### config.mk
export PLATFORM = sky130hd
export DESIGN_NAME = stick_eight_way_autorepeat
export DESIGN_NICKNAME = d
export VERILOG_FILES = /design/src/design/stk8_pkg.sv /design/src/design/stk8_sector.sv /design/src/design/stk8_axis.sv /design/src/design/stick_eight_way_autorepeat.sv
export SDC_FILE = /design/constraint.sdc
export NUM_CORES = 1
export LEC_CHECK = 0
export CAP_MARGIN = 15
export CELL_PAD_IN_SITES_DETAIL_PLACEMENT = 2
export CELL_PAD_IN_SITES_GLOBAL_PLACEMENT = 2
export CORE_MARGIN = 4
export CORE_UTILIZATION = 43
export DETAILED_ROUTE_END_ITERATION = 12
export DONT_BUFFER_PORTS = 1
export PLACE_DENSITY = 0.87
export SLEW_MARGIN = 20
export SYNTH_ARGS = -nofsm -noshare
export SYNTH_HDL_FRONTEND = slang
export SYNTH_SLANG_ARGS = --single-unit
### constraint.sdc
create_clock -name clk -period 30.3 [get_ports clk]
set_input_delay 1.515 -clock clk [delete_from_list [all_inputs] [get_ports clk]]
set_output_delay 1.515 -clock clk [all_outputs]
set_load 0.01 [all_outputs]
### src/design/stk8_pkg.sv
`default_nettype none

package stk8_pkg;

  localparam int CFG_IDX_W  = 3;
  localparam int CFG_DATA_W = 14;
  localparam int THR_W      = 18;

  localparam logic [3:0] DIR_LEFT  = 4'b0001;
  localparam logic [3:0] DIR_RIGHT = 4'b0010;
  localparam logic [3:0] DIR_UP    = 4'b0100;
  localparam logic [3:0] DIR_DOWN  = 4'b1000;

  typedef enum logic [CFG_IDX_W-1:0] {
    REG_INITIAL_INTERVAL = 3'd0,
    REG_MINIMUM_INTERVAL = 3'd1,
    REG_INTERVAL_STEP    = 3'd2,
    REG_REPEATS_BEFORE   = 3'd3,
    REG_PRESS_LEVEL      = 3'd4,
    REG_RELEASE_LEVEL    = 3'd5,
    REG_BIAS_SIZE        = 3'd6,
    REG_DIAGONAL_WIDTH   = 3'd7
  } cfg_reg_t;

  typedef struct packed {
    logic [7:0]  initial_interval;
    logic [7:0]  minimum_interval;
    logic [7:0]  interval_step;
    logic [7:0]  repeats_before_speedup;
    logic [7:0]  press_level;
    logic [7:0]  release_level;
    logic [12:0] bias_size;
    logic [13:0] diagonal_width;
  } cfg_t;

  localparam cfg_t CFG_RESET = '{
    initial_interval:       8'd20,
    minimum_interval:       8'd4,
    interval_step:          8'd2,
    repeats_before_speedup: 8'd2,
    press_level:            8'd128,
    release_level:          8'd64,
    bias_size:              13'd0,
    diagonal_width:         14'd8192
  };

  typedef struct packed {
    logic [7:0] cnt;
    logic [7:0] intv;
    logic [7:0] rep;
  } axis_t;

  localparam logic [13:0] SECT_NOMINAL = 14'h2000;
  localparam logic [12:0] BIAS_SPLIT   = 13'h1000;

  typedef logic signed [THR_W-1:0] thr_t;

  localparam thr_t SECT_OFFS [8] = '{
    -18'sh7000, -18'sh5000, -18'sh3000, -18'sh1000,
     18'sh1000,  18'sh3000,  18'sh5000,  18'sh7000
  };

  localparam logic [3:0] SECT_DIRS [8] = '{
    DIR_UP, DIR_UP | DIR_LEFT, DIR_LEFT, DIR_LEFT | DIR_DOWN,
    DIR_DOWN, DIR_DOWN | DIR_RIGHT, DIR_RIGHT, DIR_RIGHT | DIR_UP
  };

endpackage

`default_nettype wire

### src/design/stk8_sector.sv
`default_nettype none

module stk8_sector (
  input  wire logic signed [15:0] angle,
  input  wire logic signed [13:0] bias,
  input  wire logic        [13:0] diagonal_width,
  output logic             [3:0]  sector
);
  import stk8_pkg::*;

  logic signed [14:0] diff;
  logic signed [14:0] half;
  thr_t ang_x;
  thr_t bias_x;
  thr_t half_x;
  thr_t thr [8];

  always_comb begin
    diff   = $signed({1'b0, SECT_NOMINAL}) - $signed({1'b0, diagonal_width});
    half   = diff >>> 1;
    ang_x  = THR_W'(angle);
    bias_x = THR_W'(bias);
    half_x = THR_W'(half);
    for (int k = 0; k < 8; k++) begin
      if (k % 2 == 0) begin
        thr[k] = bias_x + SECT_OFFS[k] + half_x;
      end else begin
        thr[k] = bias_x + SECT_OFFS[k] - half_x;
      end
    end
    // lowest-numbered matching edge wins; DIR_UP if none matches
    sector = DIR_UP;
    for (int k = 7; k >= 0; k--) begin
      if (ang_x < thr[k]) begin
        sector = SECT_DIRS[k];
      end
    end
  end

endmodule

`default_nettype wire

### src/design/stk8_axis.sv
`default_nettype none

module stk8_axis (
  input  wire logic [1:0]    held,
  input  wire logic [1:0]    prev,
  input  wire logic [1:0]    query,
  input  wire logic          init,
  input  wire stk8_pkg::cfg_t  cfg,
  input  wire stk8_pkg::axis_t cur,
  output stk8_pkg::axis_t      nxt,
  output logic [1:0]         fire
);
  import stk8_pkg::*;

  function automatic axis_t fire_reload(axis_t s, cfg_t c);
    axis_t      r;
    logic [8:0] diff;
    r    = s;
    diff = {1'b0, s.intv} - {1'b0, c.interval_step};
    r.cnt = s.intv;
    if (s.rep == 8'd0) begin
      if (diff[8] || (diff[7:0] < c.minimum_interval)) begin
        r.intv = c.minimum_interval;
      end else begin
        r.intv = diff[7:0];
      end
    end else begin
      r.rep = s.rep - 8'd1;
    end
    return r;
  endfunction

  axis_t s0;
  axis_t s1;
  axis_t s2;

  always_comb begin
    s0 = cur;
    if (init) begin
      s0.cnt  = 8'd0;
      s0.intv = cfg.initial_interval;
      s0.rep  = cfg.repeats_before_speedup;
    end
    s1 = s0;
    if (((prev & held) != 2'b00) && (s0.cnt != 8'd0)) begin
      s1.cnt = s0.cnt - 8'd1;
    end
    fire = 2'b00;
    s2   = s1;
    if (query[0] && held[0] && (s1.cnt == 8'd0)) begin
      fire[0] = 1'b1;
      s2      = fire_reload(s1, cfg);
    end
    nxt = s2;
    if (query[1] && held[1] && (s2.cnt == 8'd0)) begin
      fire[1] = 1'b1;
      nxt     = fire_reload(s2, cfg);
    end
  end

endmodule

`default_nettype wire

### src/design/stick_eight_way_autorepeat.sv
// path: an accepted input transaction goes through the input register, then the output register, to out_valid
// throughput: one transaction per cycle; in_stall rises only while the
//   input register is full and the output register is held by out_stall
// reset (synchronous, active high): clears both valid flags and the stick
//   state, and returns all configuration registers to their default values
`default_nettype none

module stick_eight_way_autorepeat (
  input  wire logic                              clk,
  input  wire logic                              rst,
  input  wire logic                              cfg_valid,
  output logic                                   cfg_ready,
  input  wire logic [stk8_pkg::CFG_IDX_W-1:0]    cfg_index,
  input  wire logic [stk8_pkg::CFG_DATA_W-1:0]   cfg_data,
  input  wire logic                              in_valid,
  output logic                                   in_stall,
  input  wire logic                              restart,
  input  wire logic [7:0]                        stick_level,
  input  wire logic signed [15:0]                stick_angle,
  input  wire logic [3:0]                        query_mask,
  output logic                                   out_valid,
  input  wire logic                              out_stall,
  output logic [3:0]                             direction,
  output logic                                   fire_left,
  output logic                                   fire_right,
  output logic                                   fire_up,
  output logic                                   fire_down
);
  import stk8_pkg::*;

  cfg_t cfg;

  logic              s1_valid;
  logic              s1_restart;
  logic [7:0]        s1_level;
  logic signed [15:0] s1_angle;
  logic [3:0]        s1_query;

  logic [3:0]        held_dirs;
  logic signed [13:0] angle_bias;
  axis_t             x_axis;
  axis_t             y_axis;

  logic              out_free;
  logic              advance;
  logic              accept;

  logic [3:0]        sector;
  logic [3:0]        held_next;
  logic signed [13:0] angle_bias_next;
  logic              x_init;
  logic              y_init;
  axis_t             x_axis_next;
  axis_t             y_axis_next;
  logic [1:0]        x_fire;
  logic [1:0]        y_fire;

  assign cfg_ready = 1'b1;
  assign out_free  = !out_valid || !out_stall;
  assign advance   = s1_valid && out_free;
  assign in_stall  = s1_valid && !out_free;
  assign accept    = in_valid && !in_stall;

  stk8_sector u_sector (
    .angle          (s1_angle),
    .bias           (angle_bias),
    .diagonal_width (cfg.diagonal_width),
    .sector         (sector)
  );

  always_comb begin
    held_next       = held_dirs;
    angle_bias_next = angle_bias;
    if (s1_level == 8'd0) begin
      held_next = 4'd0;
    end else begin
      if (s1_level >= cfg.press_level) begin
        held_next = sector;
      end else if (s1_level < cfg.release_level) begin
        held_next = 4'd0;
      end else begin
        held_next = held_dirs & ~sector;
      end
      if (held_next != held_dirs) begin
        if (held_next == 4'd0) begin
          angle_bias_next = 14'sd0;
        end else if (s1_angle[12:0] > BIAS_SPLIT) begin
          angle_bias_next = $signed({1'b0, cfg.bias_size});
        end else begin
          angle_bias_next = -$signed({1'b0, cfg.bias_size});
        end
      end
    end
    x_init = (held_next[1:0] == 2'b00);
    y_init = (held_next[3:2] == 2'b00);
  end

  stk8_axis u_axis_x (
    .held  (held_next[1:0]),
    .prev  (held_dirs[1:0]),
    .query (s1_query[1:0]),
    .init  (x_init),
    .cfg   (cfg),
    .cur   (x_axis),
    .nxt   (x_axis_next),
    .fire  (x_fire)
  );

  stk8_axis u_axis_y (
    .held  (held_next[3:2]),
    .prev  (held_dirs[3:2]),
    .query (s1_query[3:2]),
    .init  (y_init),
    .cfg   (cfg),
    .cur   (y_axis),
    .nxt   (y_axis_next),
    .fire  (y_fire)
  );

  // configuration registers
  always_ff @(posedge clk) begin
    if (rst) begin
      cfg <= CFG_RESET;
    end else if (cfg_valid && cfg_ready) begin
      case (cfg_reg_t'(cfg_index))
        REG_INITIAL_INTERVAL: cfg.initial_interval       <= cfg_data[7:0];
        REG_MINIMUM_INTERVAL: cfg.minimum_interval       <= cfg_data[7:0];
        REG_INTERVAL_STEP:    cfg.interval_step          <= cfg_data[7:0];
        REG_REPEATS_BEFORE:   cfg.repeats_before_speedup <= cfg_data[7:0];
        REG_PRESS_LEVEL:      cfg.press_level            <= cfg_data[7:0];
        REG_RELEASE_LEVEL:    cfg.release_level          <= cfg_data[7:0];
        REG_BIAS_SIZE:        cfg.bias_size              <= cfg_data[12:0];
        REG_DIAGONAL_WIDTH:   cfg.diagonal_width         <= cfg_data[13:0];
        default: begin
        end
      endcase
    end
  end

  // input register
  always_ff @(posedge clk) begin
    if (rst) begin
      s1_valid <= 1'b0;
    end else if (accept) begin
      s1_valid <= 1'b1;
    end else if (advance) begin
      s1_valid <= 1'b0;
    end
    if (accept) begin
      s1_restart <= restart;
      s1_level   <= stick_level;
      s1_angle   <= stick_angle;
      s1_query   <= query_mask;
    end
  end

  // stick state
  always_ff @(posedge clk) begin
    if (rst) begin
      held_dirs  <= 4'd0;
      angle_bias <= 14'sd0;
      x_axis     <= '{cnt: 8'd0, intv: CFG_RESET.initial_interval,
                      rep: CFG_RESET.repeats_before_speedup};
      y_axis     <= '{cnt: 8'd0, intv: CFG_RESET.initial_interval,
                      rep: CFG_RESET.repeats_before_speedup};
    end else if (advance) begin
      if (s1_restart) begin
        held_dirs  <= 4'd0;
        angle_bias <= 14'sd0;
        x_axis     <= '{cnt: 8'd0, intv: cfg.initial_interval,
                        rep: cfg.repeats_before_speedup};
        y_axis     <= '{cnt: 8'd0, intv: cfg.initial_interval,
                        rep: cfg.repeats_before_speedup};
      end else begin
        held_dirs  <= held_next;
        angle_bias <= angle_bias_next;
        x_axis     <= x_axis_next;
        y_axis     <= y_axis_next;
      end
    end
  end

  // output register
  always_ff @(posedge clk) begin
    if (rst) begin
      out_valid <= 1'b0;
    end else if (advance) begin
      out_valid <= 1'b1;
    end else if (!out_stall) begin
      out_valid <= 1'b0;
    end
    if (advance) begin
      if (s1_restart) begin
        direction  <= 4'd0;
        fire_left  <= 1'b0;
        fire_right <= 1'b0;
        fire_up    <= 1'b0;
        fire_down  <= 1'b0;
      end else begin
        direction  <= held_next;
        fire_left  <= x_fire[0];
        fire_right <= x_fire[1];
        fire_up    <= y_fire[0];
        fire_down  <= y_fire[1];
      end
    end
  end

endmodule

`default_nettype wire

* Word level (Yosys, flattened, before mapping)
Cells that the tools add are included.
Word-level totals: register bits after elaboration 180, input bits 51, output and inout bits 11, logic and storage cells 182
Cells by class: add/sub/neg operators 28, order comparisons 15, eq/ne operators 10, mux-type cells 48, bitwise logic cells 4, reduce and logical (&&, ||, !) cells 50
Operator list (number):
- two-way mux 24 bit | 8
- less-than comparator 16 x 18 -> 1 bit | 8
- two-way mux 8 bit | 14
- logical NOT 8 bit | 9
- two-way mux 14 bit | 5
- adder 14 x 16 -> 17 bit (second input constant) | 4
- two-way mux 4 bit | 12
- subtractor 8 x 1 -> 8 bit (second input constant) | 6
- less-than comparator 8 bit | 5
- adder 17 x 14 -> 18 bit | 2
- subtractor 17 x 14 -> 18 bit | 2
- subtractor 8 x 8 -> 9 bit | 4
- adder 14 x 15 -> 16 bit (second input constant) | 2
- adder 16 x 14 -> 17 bit | 1
- subtractor 16 x 14 -> 17 bit | 1
- adder 15 x 14 -> 16 bit | 1
- AND reduction 2 bit | 8
- nonzero test 8 bit | 2
- subtractor 15 x 14 -> 16 bit | 1
- adder 14 x 13 -> 15 bit (second input constant) | 1
- adder 14 x 14 -> 15 bit (second input constant) | 1
- subtractor 14 x 14 -> 15 bit (first input constant) | 1
- negation 13 -> 14 bit | 1
- greater-than comparator 13 bit (second input constant) | 1
- other kinds (20) | 55

* Depth between registers and ports, before layout
Gate-level depths: netlist of run 1.
depth in word-level cells 32, depth in mapped cells 75, depth with buffers taken out 70

* Hierarchy
From an unflattened synthesis of run 1, not the netlist that was laid out.
Second synthesis, totals: cells, all modules 2040, area total of the unflattened synthesis 16613.4 µm²
By module, submodules not included:
- stick_eight_way_autorepeat | times used 1, cells an instance 845, area an instance 7711.1 µm², sequential area each 3973.8 µm²
- stk8_sector | times used 1, cells an instance 474, area an instance 3590.9 µm², sequential area each 0.0 µm²
- stk8_axis at u_axis_y | times used 1, cells an instance 363, area an instance 2658.8 µm², sequential area each 0.0 µm²
- stk8_axis at u_axis_x | times used 1, cells an instance 358, area an instance 2652.5 µm², sequential area each 0.0 µm²

* Worst setup path after synthesis of run 1
No wires, ideal clock.
path kind flip-flop to flip-flop, start point register cfg[0] (netlist name), end point register x_axis[9] (netlist bit), library setup time 0.120 ns, arrival time 12.641 ns, data required time 30.180 ns, slack 17.539 ns, cell stages (with the launch flop) 71, path buffers 8, period minus slack after synthesis 12.761 ns, cells stage by stage dfxtp_1 inv_1 ha_1 nor3b_1 xnor2_1 ha_1 ha_1 a21oi_1 o21ai_0 a21oi_1 o21bai_1 a21o_1 a21o_1 a21o_1 a21o_1 a21o_1 a21o_1 and3_1 [... 35 more ...] ha_1 nor2b_1 o21ai_0 nand2b_1 a21o_1 a21o_1 a21o_1 a21oi_1 xnor2_1 ha_1 nor2b_1 o22ai_1 clkbuf_1 nor2_1 a21oi_1 mux2i_1 o211ai_1 nand2_1
Between the ends: cells in the longest elaborated chain, start to end 32, elaborated cells between the ends (all ways) 62, those cells by class 13 x add/sub; 10 x order compare; 22 x mux; 3 x bitwise; 14 x reduce/logical
Ends and longest elaborated chain:
- subtractor 14 x 14 -> 15 bit * | RTL line stk8_sector.sv:19 | diff = $signed({1'b0, SECT_NOMINAL}) - $signed({1'b0, diagonal_width});
- subtractor 17 x 14 -> 18 bit | RTL line stk8_sector.sv:28 | thr[k] = bias_x + SECT_OFFS[k] - half_x;
- less-than comparator 16 x 18 -> 1 bit | RTL line stk8_sector.sv:34 | if (ang_x < thr[k]) begin
- two-way mux 2 bit | RTL line stk8_sector.sv:34
- two-way mux 4 bit (6 in series) | RTL line stk8_sector.sv:34
- two-way mux 4 bit * | RTL line stk8_sector.sv:34
- NOT 4 bit | RTL line stick_eight_way_autorepeat.sv:82 | held_next = held_dirs & ~sector;
- AND 4 bit | RTL line stick_eight_way_autorepeat.sv:82
- [... 11 more ...]
- two-way mux 24 bit | RTL line stk8_axis.sv:50 | if (query[0] && held[0] && (s1.cnt == 8'd0)) begin
- subtractor 8 x 8 -> 9 bit | RTL line stk8_axis.sv:19 | diff = {1'b0, s.intv} - {1'b0, c.interval_step};
- less-than comparator 8 bit | RTL line stk8_axis.sv:22 | if (diff[8] || (diff[7:0] < c.minimum_interval)) begin
- logical OR 1 bit | RTL line stk8_axis.sv:22
- two-way mux 8 bit | RTL line stk8_axis.sv:22
- two-way mux 8 bit | RTL line stk8_axis.sv:21 | if (s.rep == 8'd0) begin
- two-way mux 24 bit * | RTL line stk8_axis.sv:55 | if (query[1] && held[1] && (s2.cnt == 8'd0)) begin
- two-way mux 24 bit * | RTL line stick_eight_way_autorepeat.sv:167 | if (s1_restart) begin
- to (signal assigned) | RTL line stick_eight_way_autorepeat.sv:162 | x_axis <= '{cnt: 8'd0, intv: CFG_RESET.initial_interval,
- to (signal assigned) | RTL line stick_eight_way_autorepeat.sv:170 | x_axis <= '{cnt: 8'd0, intv: cfg.initial_interval,
- to (signal assigned) | RTL line stick_eight_way_autorepeat.sv:177 | x_axis <= x_axis_next;
- to (decl) | RTL line stick_eight_way_autorepeat.sv:41 | axis_t x_axis;
Every way passes the cells marked *; elsewhere a longest branch is shown, timed or not. The select of a mux whose other input is x is not followed. A chain may end at the register's enable or synchronous reset.

* Final worst setup path of run 1
start point register cfg[0] (netlist name), end point register y_axis[13] (netlist bit)
Between the ends: cells in the longest elaborated chain, start to end 31, elaborated cells between the ends (all ways) 59, those cells by class 12 x add/sub; 9 x order compare; 21 x mux; 3 x bitwise; 14 x reduce/logical
Ends and longest elaborated chain:
- subtractor 14 x 14 -> 15 bit * | RTL line stk8_sector.sv:19
- adder 17 x 14 -> 18 bit | RTL line stk8_sector.sv:26 | thr[k] = bias_x + SECT_OFFS[k] + half_x;
- less-than comparator 16 x 18 -> 1 bit | RTL line stk8_sector.sv:34
- two-way mux 4 bit (6 in series) | RTL line stk8_sector.sv:34
- two-way mux 4 bit * | RTL line stk8_sector.sv:34
- NOT 4 bit | RTL line stick_eight_way_autorepeat.sv:82
- AND 4 bit | RTL line stick_eight_way_autorepeat.sv:82
- two-way mux 4 bit | RTL line stick_eight_way_autorepeat.sv:79 | end else if (s1_level < cfg.release_level) begin
- [... 10 more ...]
- two-way mux 24 bit | RTL line stk8_axis.sv:50
- subtractor 8 x 8 -> 9 bit | RTL line stk8_axis.sv:19
- less-than comparator 8 bit | RTL line stk8_axis.sv:22
- logical OR 1 bit | RTL line stk8_axis.sv:22
- two-way mux 8 bit | RTL line stk8_axis.sv:22
- two-way mux 8 bit | RTL line stk8_axis.sv:21
- two-way mux 24 bit * | RTL line stk8_axis.sv:55
- two-way mux 24 bit * | RTL line stick_eight_way_autorepeat.sv:167
- to (signal assigned) | RTL line stick_eight_way_autorepeat.sv:164 | y_axis <= '{cnt: 8'd0, intv: CFG_RESET.initial_interval,
- to (signal assigned) | RTL line stick_eight_way_autorepeat.sv:172 | y_axis <= '{cnt: 8'd0, intv: cfg.initial_interval,
- to (signal assigned) | RTL line stick_eight_way_autorepeat.sv:178 | y_axis <= y_axis_next;
- to (decl) | RTL line stick_eight_way_autorepeat.sv:42 | axis_t y_axis;
Marked as above.

==> results.md, run 1 <==
Timing:
- Based on the critical path, the design can be clocked at up to 66.8 MHz.
- The total count of max-transition violations in the final report came to 0.
- The final count of negative-setup-slack endpoints is 0.
- For the pin with the worst max-slew slack, the measured transition is about 1100 ps.
- The worst pin sits at a relative slew slack of between 20% and 30%.
- The final clock skew is around 26 ps.
- The final worst-path setup slack is 15,330 ps.
- The smallest clock period supported by the final layout is computed as approximately 15,000 ps.
- The number of hold-slack violations in the final timing report was 0.
- The summed negative setup slack over all endpoints is 0 ps.
- Setup repair after global routing left no endpoint under its margin.
- After layout, the worst path uses 49.4% of the clock period.

Floorplanning:
- In this run the standard cell core region covers roughly 0.037 mm^2.
- The number of I/O pins is 62.
- The floorplan step defined a die boundary enclosing a little over 0.04 mm^2.
- The vertical die dimension is 201 um.
- The number of placement rows is 70.
- For this configuration, the core starts out at a cell density of between 40% and 50%.
- The die outline width is around 200 um.

Clock tree:
- TritonCTS built the clock tree.
- The number of buffers inserted during clock tree synthesis is 17.
- Clock latency on the worst-skew pair, taken at its later pin, is about 480 ps.
- The clock passes through at most 2 buffers.
- The clock transition at the register clock pins on the worst setup and hold paths after CTS is approximately 90 ps.
- The total number of clock tree sinks is 180.
- The number of gates resized after CTS is 0.
- Post-CTS timing repair inserted 0 buffers for setup.
- The CTS root buffer is sky130_fd_sc_hd__clkbuf_16.
- The number of H-tree levels is 4.
- Hold repair after CTS inserted 0 buffers.

Detailed routing:
- Wires add up to roughly 67 mm.
- In this run the remaining antenna-violating nets after routing total 0.
- The routed layout has around 16,000 vias.
- The first detailed-routing pass ran for 7 iterations.
- The remaining design rule violation count is 0.
- For this block, the initial DRC count from the detailed router was roughly 1,000.
- Dividing the detail-routed wire length by the instance count gives 27.4 um.
- Dividing the detail-routed via count by the number of cells gives 6.44.

Critical path:
- Of all nets on the critical path, the largest fanout is 39.
- The number of buffers and inverters on the critical path is 5.
- At the worst endpoint, the arrival time is roughly 15,000 ps.
- On the worst path, the slowest cell contributes a delay of around 680 ps.
- The startpoint class of the critical path is a register.
- The standard cell with the maximum stage delay on the critical path is sky130_fd_sc_hd__o22ai_1.
- STA classifies the critical path endpoint as a register.
- The critical path is of the register to register type.
- The critical path runs through a total of 60 cells.
- For the worst setup path, the data required time is about 31,000 ps.
- For the worst flop-to-flop path, the logic depth is 60.
- The largest delay contributor family on the critical path is compound AO/OA/AOI/OAI gates.

Logic synthesis:
- The most common cell in the synthesized netlist is sky130_fd_sc_hd__nand2_1.
- After synthesis the netlist holds a flip-flop and latch count of 180.
- Of all flip-flops after synthesis, the portion carrying an async set or reset was 0%.
- The number of nets handed over by synthesis was about 2,200.
- sky130_fd_sc_hd__dfxtp_1 takes more of the synthesized area than any other cell.
- The area share of the leading cell type in the synthesized netlist is between 10% and 20%.
- The cell count after synthesis is between 1,500 and 2,000.
- The mean post-synth cell area is 8.04 um^2.
- The number of synthesized flops with an enable pin is 37.
- The commonest cells after synthesis are sky130_fd_sc_hd__nand2_1, sky130_fd_sc_hd__ha_1, sky130_fd_sc_hd__a21oi_1, sky130_fd_sc_hd__dfxtp_1, sky130_fd_sc_hd__inv_1.
- The most used flip-flop cell after synthesis is sky130_fd_sc_hd__dfxtp_1.
- For this run, the register share of the synthesized area comes to 24.9%.
- Counting distinct cell types in the post-synthesis netlist gives ~100.
- The Yosys step of the flow raised 0 warnings.
- The netlist area before placement is approximately 0.016 mm^2.
- In the post-synthesis netlist, the biggest area contributors are sky130_fd_sc_hd__dfxtp_1, sky130_fd_sc_hd__ha_1, sky130_fd_sc_hd__nand2_1.

Global routing:
- The first global-routing pass estimated around 100 mm of wire.
- After global routing the overflow that remains totals 0.
- The global-route usage over all layers is 31.8%.
- The via count of the first global-routing pass came to approximately 17,000.
- Entering global routing, the biggest net connects between 100 and 150 pins.
- The initial antenna violation count was 2.

Place:
- The congestion estimate from routability-driven global placement came to 0.895.
- The number of buffers inserted by port buffering is 0.
- The half-perimeter wire length after placement is around 48 mm.
- The worst slack after detailed placement is ~16,000 ps.

Finish:
- Of the cells placed in the final design, the portion with a size suffix greater than 1 is under 10%.
- The final net count is approximately 2,200.
- The area growth from synthesis to layout is 6.40%.
- The final design utilization is between 40% and 50%.
- The number of fill cells is roughly 4,100.
- The multi-input combinational cells in the finished layout cover a total of about 0.011 mm^2.
- The storage element area is ~0.004 mm^2.

Run:
- The number of maximum-capacitance violations is 0.

Power and ir drop:
- The worst-case IR drop observed on VDD is 46.0 uV.
- The total power per unit cell area is 50.9 mW/mm^2.
- The standby leakage power is just under 7 nW.

Worst hold path:
- The worst hold path passes through 2 cells.
- The path class of the lowest-slack min-delay path is register to register.

Outcome:
- The flow ran to the end, and the final reports show no timing, DRC or antenna violations.
## layout by cell type, fill, tap and decap left out, drive strengths merged, types with 17 or more instances in the layout
master / netlist / layout
nor2: 113 / 113
nand2: 317 / 317
nor3: 28 / 28
xnor2: 51 / 51
a21oi: 199 / 199
o22ai: 17 / 17
mux2i: 65 / 65
ha: 198 / 198
xor2: 44 / 44
a21o: 28 / 28
nor2b: 38 / 38
or3: 25 / 25
dfxtp: 143 / 143
o21ai: 82 / 82
nand2b: 38 / 38
clkbuf: 52 / 17
edfxtp: 37 / 37
inv: 115 / 122
nand3: 48 / 48
o211ai: 18 / 18
nor4: 28 / 28
mux2: 29 / 29
## worst min-delay path, delay by kind of cell, from the launching register on
family | cells | cell delay, ps
simple gates | 1 | 50
flops | 1 | 310
compound gates | 1 | 60
## stage by stage
| stage | instance area, um^2 | hold WS, ps | cells | power (mW) |
|---|---|---|---|---|
| after global placement | 16400 | 441 | 2394 | 0.579 |
| after CTS | 17000 | 470 | 2426 | 0.856 |
| after detailed placement | 16400 | 456 | 2394 | 0.610 |
| after global routing | 17000 | 490 | 2428 | 0.909 |
| final | 17000 | 464 | 2428 | 0.865 |
| after floorplan | 16000 | 432 | 1988 | 0.515 |
## flip-flops by register name, summed over array words and instances, names as in the netlist
name / cells
angle_bias: 14
cfg: 75
direction: 4
fire_down: 1
fire_left: 1
fire_right: 1
fire_up: 1
held_dirs: 4
out_valid: 1
s1_angle: 16
s1_level: 8
s1_query: 4
s1_restart: 1
s1_valid: 1
x_axis: 24
y_axis: 24
## kinds of logic after synthesis
logic type	synth area share [%]
AOI/OAI and AO/OA	20.8
xor gates and xnor gates	5.21
adders and majority gates	16.3
buffers and inverters	4.89
DFF	24.9
muxes	6.12
other	0.0235
and+or+nand+nor	21.9
## layout make-up
cell class	instances	share of cell area (%)
diodes	2	0.0294
clock buffers	17	2.50
inverters	115	2.54
well taps	468	3.44
flip-flops and latches	180	23.4
clock inverters	15	1.09
multi-input cells	1616	66.4
repair buffers	15	0.662
## path summary, 6_finish.rpt
path / start / endpoint / slack (ps)
setup / recovery: cfg[0]$_SDFFE_PP0P_ / y_axis[13]$_SDFFE_PP0P_ / 15330
hold / removal: cfg[30]$_SDFFE_PP0P_ / cfg[30]$_SDFFE_PP0P_ / 460
setup reg to reg: cfg[0]$_SDFFE_PP0P_ / y_axis[13]$_SDFFE_PP0P_ / 15330
hold reg to reg: cfg[30]$_SDFFE_PP0P_ / cfg[30]$_SDFFE_PP0P_ / 460
## routing by layer
layer	track usage (%)	wire length (um)	up-vias
met5	0	0	-
met4	11.6	2820	0
met3	5.48	3150	178
met2	57.4	33300	481
met1	37.8	27200	7942
li1	-	-	7038
## where the power goes
part           total (mW)  internal [mW]  switching [mW]
registers           0.263          0.252          0.0108
logic               0.360          0.134           0.227
clock network       0.241          0.113           0.128
total               0.865          0.499           0.366
Power figures use the tool's default switching activity.
==> run 2, diff against run 1 <==
--- a/config.mk
+++ b/config.mk
@@ -9,10 +9,10 @@
 export CELL_PAD_IN_SITES_DETAIL_PLACEMENT = 2
 export CELL_PAD_IN_SITES_GLOBAL_PLACEMENT = 2
 export CORE_MARGIN = 4
-export CORE_UTILIZATION = 43
+export CORE_UTILIZATION = 40
 export DETAILED_ROUTE_END_ITERATION = 12
 export DONT_BUFFER_PORTS = 1
-export PLACE_DENSITY = 0.87
+export PLACE_DENSITY = 0.82
 export SLEW_MARGIN = 20
 export SYNTH_ARGS = -nofsm -noshare
 export SYNTH_HDL_FRONTEND = slang
==> constraint.sdc (replaced) <==
create_clock -name clk -period 15 [get_ports clk]
set_input_delay 0.75 -clock clk [delete_from_list [all_inputs] [get_ports clk]]
set_output_delay 0.75 -clock clk [all_outputs]
set_load 0.01 [all_outputs]
==> results.md, run 2 (synthesis gave the netlist of run 1 again) <==
Global routing:
- The total congestion overflow is 0 (unchanged).
- The global-route usage over all layers is 27.9% (was 31.8%).
- The via count of the first global-routing pass was 16,800 (was 17,400).
- The initial antenna violation count is 2 (unchanged).
- The pin count of the biggest net entering global routing was 121 (unchanged).
- The first-pass GRT wire length came to 96.1 mm (was 102 mm).

Timing:
- The final count of negative-setup-slack endpoints was 0 (unchanged).
- The final worst-path setup slack was 1080 ps (was 15,330 ps).
- The summed negative setup slack over all endpoints was 0 ps (unchanged).
- The final clock skew was 13.7 ps (was 25.7 ps).
- The final cycle utilization of the critical path was 92.8% (was 49.4%).
- The clock period minus worst slack is 13,920 ps (was 14,970 ps).
- The achievable frequency is 71.8 MHz (was 66.8 MHz).
- The total count of max-transition violations in the final report came to 0 (unchanged).
- The pin slew with the least headroom to its limit was 1070 ps (was 1100 ps).
- The number of hold-slack violations in the final timing report was 0 (unchanged).
- The worst max-slew margin expressed relative to the limit is 27.7% (was 26.7%).

Detailed routing:
- The number of vias in the routed layout is 15,200 (was 15,600).
- The first-iteration detailed-routing DRC count is 882 (was 1,000).
- The average wire length per cell after detail routing is 24.8 um (was 27.4 um).
- The per-cell via count in the routed design was 6.11 (was 6.44).
- The wire length reported by the detailed router is 61.6 mm (was 66.6 mm).
- The count of nets left with antenna violations after detail routing is 0 (unchanged).
- The remaining design rule violation count is 0 (unchanged).
- The number of detailed-route iterations in the first pass was 5 (was 7).

Critical path:
- The reg-to-reg setup timing slack is 1080 ps (was 15,330 ps).
- The critical path class is register to register (unchanged).
- The beginning of the worst register-to-register path is cfg[0]$_SDFFE_PP0P_ (unchanged).
- The category of the worst setup path capture point is a register (unchanged).
- The highest net fanout along the worst path is 16 (was 39).
- The standard cell with the maximum stage delay on the critical path is sky130_fd_sc_hd__a41oi_4 (was sky130_fd_sc_hd__o22ai_1).
- The startpoint class of the critical path is a register (unchanged).
- The capturing point of the worst reg2reg path was y_axis[12]$_SDFFE_PP1P_ (was y_axis[13]$_SDFFE_PP0P_).
- The count of cells along the worst register-to-register path is 66 (was 60).
- The critical path required time was 15,380 ps (was 30,670 ps).
- The most used cell along the critical path is sky130_fd_sc_hd__a21oi_1.
- The delay of the slowest cell on the worst path is 480 ps (was 680 ps).
- The arrival time of data at the critical path endpoint is 14,300 ps (was 15,340 ps).

Finish:
- The final net count is 2,210 (was 2,200).
- The relative area change from synthesis to final layout is 7.27% (was 6.40%).
- Commonest non-fill, non-tap cells in the layout: sky130_fd_sc_hd__nand2_1, sky130_fd_sc_hd__ha_1, sky130_fd_sc_hd__a21oi_1 (unchanged).
- The most flop-heavy register is cfg (unchanged).
- Leading registers by flop count: cfg x75, x_axis x24, y_axis x24 (unchanged).
- The ratio of cells with drive above 1 in the final layout is 6.96% (was 6.49%).
- The flip-flop count of the largest register after layout is 75 (unchanged).
- The most common cell after layout, fill and taps aside is sky130_fd_sc_hd__nand2_1 (unchanged).

Worst hold path:
- The worst hold path endpoint is x_axis[6]$_SDFFE_PP0P_ (was cfg[30]$_SDFFE_PP0P_).
- The launch point of the worst hold path is rst (was cfg[30]$_SDFFE_PP0P_).
- The path class of the lowest-slack min-delay path is input port to register (was register to register).
- The cell depth of the worst hold path is 1 (was 2).

Power and ir drop:
- The sequential cell fraction of total power is 30.7% (was 30.4%).
- The fraction of power spent switching nets is 41.2% (was 42.3%).
- The maximum vdd ir drop is 83.2 uV (was 46.0 uV).
- The clock network fraction of design power is 27.5% (was 27.9%).
- The total power per unit cell area was 101 mW/mm^2 (was 50.9 mW/mm^2).
- The internal power is 1.02 mW (was 499 uW).
- The combinational power share is 41.8% (was 41.7%).
- The net switching power of the design was 712 uW (was 366 uW).
- The standby leakage power is 6.99 nW (was 6.94 nW).

Floorplanning:
- The vertical die dimension came to 208 um (was 201 um).
- The die outline width is 208 um (was 201 um).
- The overall die area is 0.0432 mm^2 (was 0.0403 mm^2).
- The starting density of the core came to 40.9% (was 43.6%).
- The area of the core is 0.0391 mm^2 (was 0.0366 mm^2).
- The number of placement rows was 72 (was 70).
- The number of I/O pins is 62 (unchanged).

Clock tree:
- The TritonCTS clock tree is built (unchanged).
- The maximum count of clock buffers along a single path was 2 (unchanged).
- The CTS root buffer is sky130_fd_sc_hd__clkbuf_16 (unchanged).
- The insertion delay of the later-clocked pin in the worst-skew pair is 490 ps (was 480 ps).
- The number of H-tree levels was 4 (unchanged).
- The number of buffers inserted during clock tree synthesis is 17 (unchanged).
- The clock transition at the register clock pins on the worst setup and hold paths after CTS is 90 ps (about the same).
- The total of hold buffers inserted after clock tree synthesis is 0 (unchanged).
- The total number of clock tree sinks came to 180 (unchanged).

Place:
- The worst slack after detailed placement was 922 ps (was 15,800 ps).
- The routability congestion estimate is 0.911 (was 0.895).
- The half-perimeter wire length after placement is 47.1 mm (was 47.8 mm).
- The number of buffers inserted by port buffering was 0 (unchanged).

Run:
- The number of maximum-capacitance violations is 0 (unchanged).

Outcome:
- Outcome: finished, final reports clean (unchanged).
## run 2: power groups by stage
stage / combinational, mW / sequential [mW] / clock (mW)
2_1_floorplan: 0.509 / 0.532 / 0
3_3_place_gp: 0.631 / 0.540 / 0
3_5_place_dp: 0.686 / 0.541 / 0
4_1_cts: 0.698 / 0.530 / 0.483
5_1_grt: 0.796 / 0.533 / 0.502
6_report: 0.723 / 0.531 / 0.475
## run 2: metal layers
| metal | track usage [%] | up-vias | part of all wire (%) | wire, um |
|---|---|---|---|---|
| met4 | 10.6 | 0 | 3.3 | 2060 |
| li1 | - | 7059 | - | - |
| met3 | 4.65 | 124 | 4.1 | 2510 |
| met2 | 48.6 | 331 | 49 | 30200 |
| met5 | 0 | - | 0 | 0 |
| met1 | 34.7 | 7689 | 44 | 26900 |
## run 2: critical path: cells and delay by family (launching register included)
family	cells	cell delay, ps
adders and majority gates	10	2900
buffers and inverters	6	600
AOI/OAI and AO/OA	28	5830
xor gates and xnor gates	3	780
DFF	1	370
muxes	4	1340
and+or+nand+nor	15	1950
## run 2: area by class of cell
| type | instances | area (um^2) |
|---|---|---|
| clock inverter | 15 | 175 |
| timing repair buffer | 25 | 188 |
| inverter | 115 | 432 |
| clock buffer | 17 | 425 |
| multi-input combinational | 1616 | 11300 |
| fill | 4446 | 22000 |
| tap | 518 | 648 |
| antenna | 2 | 5.00 |
| sequential | 180 | 3970 |
## run 2: per-stage QoR
step           cells  hold slack (ps)  total power [mW]  utilization [%]  area [um^2]
4_1_cts         2479              299              1.71             43.6        17000
3_5_place_dp    2447              452              1.23             42.0        16400
3_3_place_gp    2447              441              1.17             42.0        16400
6_report        2488              334              1.73             43.8        17100
5_1_grt         2488              312              1.83             43.8        17100
2_1_floorplan   1988              432              1.04                -        16000
## run 2: how the worst max path moves through the flow
| stage | end | start | slack (ps) |
|---|---|---|---|
| 3_5_place_dp | x_axis[12]$_SDFFE_PP1P_ | cfg[0]$_SDFFE_PP0P_ | 920 |
| 3_3_place_gp | x_axis[10]$_SDFFE_PP1P_ | cfg[0]$_SDFFE_PP0P_ | 1470 |
| 2_1_floorplan | x_axis[9]$_SDFFE_PP0P_ | cfg[0]$_SDFFE_PP0P_ | 2240 |
| 5_1_grt | y_axis[13]$_SDFFE_PP0P_ | cfg[0]$_SDFFE_PP0P_ | -50 |
| 6_report | y_axis[12]$_SDFFE_PP1P_ | cfg[0]$_SDFFE_PP0P_ | 1080 |
| 4_1_cts | y_axis[14]$_SDFFE_PP0P_ | cfg[0]$_SDFFE_PP0P_ | 590 |
## run 2: repair_timing
item | 4_1_cts | 5_1_grt
buffers inserted | 0 | 7
resized for setup | 0 | 5
endpoints found under the setup margin | 0 | 16
